### src/rtl/i2cm_pkg.sv
`default_nettype none

package i2cm_pkg;

  // Command codes carried in the op field.
  localparam logic [2:0] OP_NONE     = 3'd0;
  localparam logic [2:0] OP_START    = 3'd1;
  localparam logic [2:0] OP_STOP     = 3'd2;
  localparam logic [2:0] OP_WRITE    = 3'd3;
  localparam logic [2:0] OP_WAIT_ACK = 3'd4;
  localparam logic [2:0] OP_READ     = 3'd5;
  localparam logic [2:0] OP_SEND_ACK = 3'd6;
  localparam logic [2:0] OP_RSVD     = 3'd7;

  // Command phase codes; the meaning of each phase depends on the command.
  localparam logic [2:0] PH_IDLE   = 3'd0;
  localparam logic [2:0] PH_FIRST  = 3'd1;
  localparam logic [2:0] PH_SECOND = 3'd2;
  localparam logic [2:0] PH_POLL   = 3'd3;
  localparam logic [2:0] PH_TO_LOW = 3'd4;
  localparam logic [2:0] PH_TO_HI  = 3'd5;

  // Register indexes on the configuration port.
  localparam logic REG_HALF_PERIOD = 1'b0;
  localparam logic REG_ACK_POLLS   = 1'b1;

  // Register reset values.
  localparam logic [15:0] HALF_PERIOD_RST = 16'd40;
  localparam logic [7:0]  ACK_POLLS_RST   = 8'd250;

  // Bits in one byte transfer.
  localparam logic [3:0] BITS_PER_BYTE = 4'd8;

  typedef struct packed {
    logic [15:0] half_period;
    logic [7:0]  ack_polls;
  } i2cm_cfg_t;

  typedef struct packed {
    logic [2:0]  phase;
    logic [2:0]  cmd;
    logic [3:0]  bit_cnt;
    logic [15:0] tick_cnt;
    logic [7:0]  poll_cnt;
    logic [7:0]  shift;
    logic        scl;
    logic        sda;
    logic        drive;
    logic        tmo;
    logic [7:0]  rx_hold;
  } i2cm_state_t;

  localparam i2cm_state_t STATE_RST = '{
    phase:    PH_IDLE,
    cmd:      OP_NONE,
    bit_cnt:  4'd0,
    tick_cnt: 16'd0,
    poll_cnt: 8'd0,
    shift:    8'd0,
    scl:      1'b1,
    sda:      1'b1,
    drive:    1'b1,
    tmo:      1'b0,
    rx_hold:  8'd0
  };

endpackage

`default_nettype wire

### src/rtl/i2c_master_bit_sequencer_core.sv
// The result of an input transfer appears on the output register in the next cycle.
// Throughput: one tick item per cycle unless the output stalls (single-tick update).
// A result waiting on the output lets the next tick in as soon as it is taken.
// Reset (rst, synchronous, active high) idles the sequencer with SCL and SDA
// driven high, loads the register defaults and empties the output register.
`default_nettype none

module i2c_master_bit_sequencer_core
  import i2cm_pkg::*;
(
  input  wire logic        clk,
  input  wire logic        rst,
  // Tick input: op[2:0], tx_byte[10:3], ack_level[11], sda_sample[12], zero[15:13].
  input  wire logic        s_axis_tvalid,
  output logic             s_axis_tready,
  input  wire logic [15:0] s_axis_tdata,
  // Result: scl_level[0], sda_level[1], sda_drive[2], busy_res[3], done_res[4],
  // rx_byte[12:5], ack_timeout[13], zero[15:14].
  output logic             m_axis_tvalid,
  input  wire logic        m_axis_tready,
  output logic      [15:0] m_axis_tdata,
  input  wire logic        psel,
  input  wire logic        penable,
  input  wire logic        pwrite,
  input  wire logic [2:0]  paddr,
  input  wire logic [31:0] pwdata,
  output logic      [31:0] prdata,
  output logic             pready
);

  i2cm_cfg_t   cfg;
  i2cm_state_t state;
  i2cm_state_t state_next;
  logic        done_next;
  logic        in_xfer;

  i2cm_apb_regs u_regs (
    .clk     (clk),
    .rst     (rst),
    .psel    (psel),
    .penable (penable),
    .pwrite  (pwrite),
    .paddr   (paddr),
    .pwdata  (pwdata),
    .prdata  (prdata),
    .pready  (pready),
    .cfg     (cfg)
  );

  i2cm_step u_step (
    .cur        (state),
    .cfg        (cfg),
    .op         (s_axis_tdata[2:0]),
    .tx_byte    (s_axis_tdata[10:3]),
    .ack_level  (s_axis_tdata[11]),
    .sda_sample (s_axis_tdata[12]),
    .nxt        (state_next),
    .done       (done_next)
  );

  // A new tick enters whenever the output register is empty or being drained.
  assign s_axis_tready = !m_axis_tvalid || m_axis_tready;
  assign in_xfer       = s_axis_tvalid && s_axis_tready;

  // Sequencer state advances once per accepted tick.
  always_ff @(posedge clk) begin
    if (rst) begin
      state <= STATE_RST;
    end else if (in_xfer) begin
      state <= state_next;
    end
  end

  // Output register holds the bus levels and status after the tick.
  always_ff @(posedge clk) begin
    if (rst) begin
      m_axis_tvalid <= 1'b0;
    end else if (in_xfer) begin
      m_axis_tvalid <= 1'b1;
    end else if (m_axis_tready) begin
      m_axis_tvalid <= 1'b0;
    end
  end

  always_ff @(posedge clk) begin
    if (in_xfer) begin
      m_axis_tdata <= {2'b00, state_next.tmo, state_next.rx_hold, done_next,
                       (state_next.phase != PH_IDLE), state_next.drive,
                       state_next.sda, state_next.scl};
    end
  end

  // An accepted tick always leaves a result in the output register.
  assert property (@(posedge clk) disable iff (rst) in_xfer |=> m_axis_tvalid)
    else $error("accepted tick produced no result");

  // A finished command never reports busy on the same tick.
  assert property (@(posedge clk) disable iff (rst)
    m_axis_tvalid && m_axis_tdata[4] |-> !m_axis_tdata[3])
    else $error("done and busy set together");

  // An active sequence always belongs to a real command.
  assert property (@(posedge clk) disable iff (rst)
    state.phase != PH_IDLE |-> (state.cmd != OP_NONE && state.cmd != OP_RSVD))
    else $error("active phase without a command");

  // The bit counter never runs past one byte.
  assert property (@(posedge clk) disable iff (rst) state.bit_cnt <= BITS_PER_BYTE)
    else $error("bit counter overran a byte");

  // The tick counter stays below the half period while a command runs.
  assert property (@(posedge clk) disable iff (rst)
    state.phase != PH_IDLE && cfg.half_period != 16'd0 |->
      state.tick_cnt < cfg.half_period)
    else $error("tick counter reached the half period");

endmodule

`default_nettype wire

### src/rtl/i2cm_apb_regs.sv
`default_nettype none

module i2cm_apb_regs
  import i2cm_pkg::*;
(
  input  wire logic        clk,
  input  wire logic        rst,
  input  wire logic        psel,
  input  wire logic        penable,
  input  wire logic        pwrite,
  input  wire logic [2:0]  paddr,
  input  wire logic [31:0] pwdata,
  output logic      [31:0] prdata,
  output logic             pready,
  output i2cm_cfg_t        cfg
);

  logic wr_en;

  assign pready = 1'b1;
  assign wr_en  = psel && penable && pwrite && pready;

  // Register writes, decoded on the word address.
  always_ff @(posedge clk) begin
    if (rst) begin
      cfg.half_period <= HALF_PERIOD_RST;
      cfg.ack_polls   <= ACK_POLLS_RST;
    end else if (wr_en) begin
      unique case (paddr[2])
        REG_HALF_PERIOD: cfg.half_period <= pwdata[15:0];
        REG_ACK_POLLS:   cfg.ack_polls   <= pwdata[7:0];
        default: ;
      endcase
    end
  end

  // Read data mux.
  always_comb begin
    unique case (paddr[2])
      REG_HALF_PERIOD: prdata = {16'd0, cfg.half_period};
      REG_ACK_POLLS:   prdata = {24'd0, cfg.ack_polls};
      default:         prdata = 32'd0;
    endcase
  end

endmodule

`default_nettype wire

### src/rtl/i2cm_step.sv
`default_nettype none

module i2cm_step
  import i2cm_pkg::*;
(
  input  wire i2cm_state_t cur,
  input  wire i2cm_cfg_t   cfg,
  input  wire logic [2:0]  op,
  input  wire logic [7:0]  tx_byte,
  input  wire logic        ack_level,
  input  wire logic        sda_sample,
  output i2cm_state_t      nxt,
  output logic             done
);

  logic [15:0] limit;
  logic [16:0] tick_sum;
  logic [3:0]  bit_inc;

  always_comb begin
    nxt      = cur;
    done     = 1'b0;
    limit    = (cfg.half_period == 16'd0) ? 16'd1 : cfg.half_period;
    tick_sum = 17'd0;
    bit_inc  = 4'd0;

    // A command is taken only while idle; the accepting tick is its first tick.
    if (cur.phase == PH_IDLE && op != OP_NONE && op != OP_RSVD) begin
      nxt.cmd      = op;
      nxt.phase    = PH_FIRST;
      nxt.bit_cnt  = 4'd0;
      nxt.tick_cnt = 16'd0;
      nxt.poll_cnt = 8'd0;
      unique case (op)
        OP_START: begin
          nxt.drive = 1'b1; nxt.sda = 1'b1; nxt.scl = 1'b1;
        end
        OP_STOP: begin
          nxt.drive = 1'b1; nxt.sda = 1'b0; nxt.scl = 1'b1;
        end
        OP_WRITE: begin
          nxt.shift = tx_byte;
          nxt.drive = 1'b1; nxt.scl = 1'b0; nxt.sda = tx_byte[7];
        end
        OP_WAIT_ACK: begin
          nxt.tmo   = 1'b0;
          nxt.drive = 1'b0; nxt.sda = 1'b1; nxt.scl = 1'b0;
        end
        OP_READ: begin
          nxt.shift = 8'd0;
          nxt.drive = 1'b0; nxt.sda = 1'b1; nxt.scl = 1'b0;
        end
        default: begin
          nxt.drive = 1'b1; nxt.sda = ack_level; nxt.scl = 1'b0;
        end
      endcase
    end

    if (nxt.phase != PH_IDLE) begin
      if (nxt.cmd == OP_WAIT_ACK && nxt.phase == PH_POLL) begin
        // Acknowledge polling runs once per tick while SCL is high.
        if (!sda_sample) begin
          nxt.scl   = 1'b0;
          nxt.phase = PH_IDLE;
          done      = 1'b1;
        end else if (nxt.poll_cnt >= cfg.ack_polls) begin
          nxt.tmo      = 1'b1;
          nxt.drive    = 1'b1;
          nxt.scl      = 1'b1;
          nxt.sda      = 1'b0;
          nxt.tick_cnt = 16'd0;
          nxt.phase    = PH_TO_LOW;
        end else begin
          nxt.poll_cnt = nxt.poll_cnt + 8'd1;
        end
      end else begin
        tick_sum = {1'b0, nxt.tick_cnt} + 17'd1;
        if (tick_sum >= {1'b0, limit}) begin
          nxt.tick_cnt = 16'd0;
          bit_inc      = nxt.bit_cnt + 4'd1;
          // End of a half-bit phase.
          unique case (nxt.cmd)
            OP_START: begin
              if (nxt.phase == PH_FIRST) begin
                nxt.sda = 1'b0; nxt.phase = PH_SECOND;
              end else if (nxt.phase == PH_SECOND) begin
                nxt.phase = PH_POLL;
              end else begin
                nxt.scl = 1'b0; nxt.phase = PH_IDLE; done = 1'b1;
              end
            end
            OP_STOP: begin
              if (nxt.phase == PH_FIRST) begin
                nxt.sda = 1'b1; nxt.phase = PH_SECOND;
              end else begin
                nxt.phase = PH_IDLE; done = 1'b1;
              end
            end
            OP_WRITE: begin
              if (nxt.phase == PH_FIRST) begin
                nxt.scl = 1'b1; nxt.phase = PH_SECOND;
              end else begin
                nxt.bit_cnt = bit_inc;
                nxt.shift   = {nxt.shift[6:0], 1'b0};
                nxt.scl     = 1'b0;
                if (bit_inc >= BITS_PER_BYTE) begin
                  nxt.phase = PH_IDLE; done = 1'b1;
                end else begin
                  nxt.sda   = nxt.shift[7];
                  nxt.phase = PH_FIRST;
                end
              end
            end
            OP_WAIT_ACK: begin
              if (nxt.phase == PH_FIRST) begin
                nxt.scl = 1'b1; nxt.phase = PH_SECOND;
              end else if (nxt.phase == PH_SECOND) begin
                nxt.phase = PH_POLL;
              end else if (nxt.phase == PH_TO_LOW) begin
                nxt.sda = 1'b1; nxt.phase = PH_TO_HI;
              end else begin
                nxt.phase = PH_IDLE; done = 1'b1;
              end
            end
            OP_READ: begin
              if (nxt.phase == PH_FIRST) begin
                nxt.scl = 1'b1; nxt.phase = PH_SECOND;
              end else begin
                nxt.shift   = {nxt.shift[6:0], sda_sample};
                nxt.bit_cnt = bit_inc;
                nxt.scl     = 1'b0;
                if (bit_inc >= BITS_PER_BYTE) begin
                  nxt.rx_hold = nxt.shift;
                  nxt.phase   = PH_IDLE;
                  done        = 1'b1;
                end else begin
                  nxt.phase = PH_FIRST;
                end
              end
            end
            OP_SEND_ACK: begin
              if (nxt.phase == PH_FIRST) begin
                nxt.scl = 1'b1; nxt.phase = PH_SECOND;
              end else begin
                nxt.scl = 1'b0; nxt.phase = PH_IDLE; done = 1'b1;
              end
            end
            default: begin
              nxt.phase = PH_IDLE; done = 1'b1;
            end
          endcase
        end else begin
          nxt.tick_cnt = tick_sum[15:0];
        end
      end
    end
  end

endmodule

`default_nettype wire
### config.mk
export PLATFORM = sky130hd
export DESIGN_NAME = i2c_master_bit_sequencer_core
export DESIGN_NICKNAME = d
export VERILOG_FILES = /design/src/rtl/i2cm_pkg.sv /design/src/rtl/i2c_master_bit_sequencer_core.sv /design/src/rtl/i2cm_apb_regs.sv /design/src/rtl/i2cm_step.sv
export SDC_FILE = /design/constraint.sdc
export NUM_CORES = 1
export LEC_CHECK = 0
export ABC_AREA = 1
export BUFFER_PORTS_ARGS = -buffer_cell sky130_fd_sc_hd__buf_2
export CORE_MARGIN = 3
export CORE_UTILIZATION = 25
export DETAILED_ROUTE_END_ITERATION = 8
export MAX_ROUTING_LAYER = met4
export PLACE_DENSITY = 0.46
export SKIP_CTS_REPAIR_TIMING = 1
export SLEW_MARGIN = 5
export SYNTH_ARGS = -nofsm -noshare
export SYNTH_HDL_FRONTEND = slang
export SYNTH_SLANG_ARGS = --single-unit
### constraint.sdc
create_clock -name clk -period 4.2 [get_ports clk]
set_input_delay 0.63 -clock clk [delete_from_list [all_inputs] [get_ports clk]]
set_output_delay 0.63 -clock clk [all_outputs]
set_load 0.05 [all_outputs]
==> metrics.txt <==
Post-Synth XOR/XNOR Area 1.840%; drt pass-1 iters 5; Setup crit end kind register; GP Congestion 0.8434; distinct cell type count after synthesis 50; Slew headroom 44.59%; area leader, netlist dfxtp_1; Synth Instances 933; top post-synthesis cells by count nand2_1 (190), inv_1 (127), nor2_1 (113); drt wl/cell 13.08 um; clk slew on worst S/H paths 0.07 ns; DP Wirelength 12,990 um; vias in the first global route 5,552; Pleak 3.565 nW; IO buf count 68; top-count cell post-synth nand2_1; final net count 1,103; Seq/Total Area, Yosys 32.03%; pwr/cell area 381.0 nW/um^2; DRT iter0 DRCs 358; Hold Fails Final Rpt 0; largest net degree at the start of global routing 45; placed cell area 7027 sq um; Num CTS Buffers 9; metal3 WL 510 um; full die area 26,670 sq um; GRT overflow 0; Slew Viols, Final 0; min Tclk post-route 3.871 ns; Post-Syn Area 6187 sq um; CTS tree built; clock buffer depth 2; compound-gate portion of the synthesized area 16.78%; clock sink count 92; commonest register cell after synthesis dfxtp_1; VDD IR max 199.1 uV; R2R Setup Slk 0.33 ns; Worst-Skew Late Latency 0.36 ns; global-route wire length before repair 28,410 um; Worst setup SP type register; drt total wl 17,560 um; Tot Pwr 0.002797 W; Post-synth EDFFs 14; Syn. warnings 0; Slew @ Worst Pin 0.8281 ns; largest family of logic cells by synthesized area simple AND/OR/NAND/NOR gates; Die Width 163.3 um; initial antenna violation count 0; max-cap violations 0; core area 23,890 sq um; DR top layer met4; Tot GR Track Use 13.74%; clk_skew 0.007456 ns; period utilisation layout 92.16%; Synth area leaders dfxtp_1 (25%), nand2_1 (12%), inv_1 (7.7%); vias per cell 4.414; # rows 56; final setup vio count 0; Antenna Nets Post-Route 0; Slowest-stage cell, CP dfxtp_1; Ports 109; Synth top area share 25.24%; WP data arrival 4.12 ns; Clock Tree Root clkbuf_16; Area growth syn-to-layout 18.67%; Via Count 5,923; WP data required 4.45 ns; status completed; unrepaired setup endpoints after global routing no; #FFs+latches synth 92; # diodes 0; area share of fa/ha/maj cells after synthesis 5.460%; initial core utilization 25.90%; CP max FO 14; max frequency 258.4 MHz; Met2 Wirelength 7858 um; Die Ht 163.3 um; synthesized area per cell 6.631 sq um; Async S/R FF share, synth 0%; post-route design area 7342 sq um; Crit Path Class reg -> reg; Residual DRC 0; share of layout cells above drive strength 1 17.40%; CP max stage delay 0.41 ns; Simple-Gate Fraction of Synth Area 29.77%; post-synthesis mux area share 0%; M1 WL 8792 um; Min-Delay Path Class reg -> reg; H-tree depth 3
==> flip-flops by register name, indices dropped and copies added, names as in the netlist <==
register	flops
state	53
m_axis_tdata	14
m_axis_tvalid	1
u_regs.cfg	24
==> per-stage QoR <==
stage / setup TNS [ns] / setup WS [ns] / utilization [%] / cells / hold WS, ns
CTS: 0 / 0.2672 / 30.69 / 1342 / 0.4693
finish: 0 / 0.3295 / 30.73 / 1342 / 0.4699
detailed placement: -1.259 / -0.08313 / 29.41 / 1326 / 0.4581
global placement: -1.040 / -0.06461 / 29.41 / 1326 / 0.4524
floorplan: 0 / 0.007209 / - / 950 / 0.4408
global route: 0 / 0.006890 / 30.73 / 1342 / 0.4824
==> worst max-delay path, delay by kind of cell (launching register included) <==
kind                       cells  cell delay (ns)
and+or+nand+nor               14             1.41
DFF                            1             0.41
adders and majority gates      2             0.48
AOI/OAI and AO/OA              4             0.77
xor gates and xnor gates       1             0.24
buffers and inverters          4             0.43
==> logic make-up after synthesis <==
kind of cell,after synthesis
AO/OA/AOI/OAI,191
XOR/XNOR,13
adder cells (fa/ha/maj),27
buffers and inverters,195
flip-flops,92
other,2
AND/OR/NAND/NOR,413
==> worst paths after layout <==
path | startpoint | to | cells past startpoint
hold reg to reg | state[50]$_SDFFE_PP0P_ | state[50]$_SDFFE_PP0P_ | 2
setup reg to reg | state[52]$_SDFFE_PP0P_ | state[46]$_SDFFE_PP0P_ | 25
hold / removal | state[50]$_SDFFE_PP0P_ | state[50]$_SDFFE_PP0P_ | 2
setup / recovery | state[52]$_SDFFE_PP0P_ | state[46]$_SDFFE_PP0P_ | 25
==> where the power goes <==
part | total [W] | internal [W] | switching [W]
clock network | 0.000871 | 0.000471 | 0.000400
registers | 0.000997 | 0.000965 | 0.0000319
logic | 0.000929 | 0.000297 | 0.000632
==> area by class of cell <==
type | count | area (sq um)
clock buffer | 9 | 225.2
fill | 2640 | 16550
sequential | 92 | 1982
multi-input combinational | 663 | 3435
timing repair buffer | 112 | 695.7
tap | 319 | 399.1
inverter | 140 | 525.5
clock inverter | 7 | 80.08
==> cells in the final DEF (no fill, tap or decap), types with 5 or more instances in the layout <==
cell	count
nor2_2	7
dfxtp_1	78
ha_1	26
xor2_1	9
nor2_4	5
o211ai_1	11
nand4_1	24
nor2_1	110
nand3_1	45
nand2_2	9
a21oi_1	82
a22oi_1	5
nor3_1	7
o21ai_0	59
conb_1	19
buf_2	68
clkbuf_16	9
edfxtp_1	14
inv_2	13
nand2_1	190
inv_1	126
o21ai_1	18
buf_4	42
==> layer usage <==
layer | global-route usage, % | vias to the layer above
met5 | - | -
met4 | 5.075 | 0
met3 | 1.496 | 19
met2 | 21.52 | 92
met1 | 18.34 | 2646
li1 | - | 3166
(Power assumes the default switching activity.)
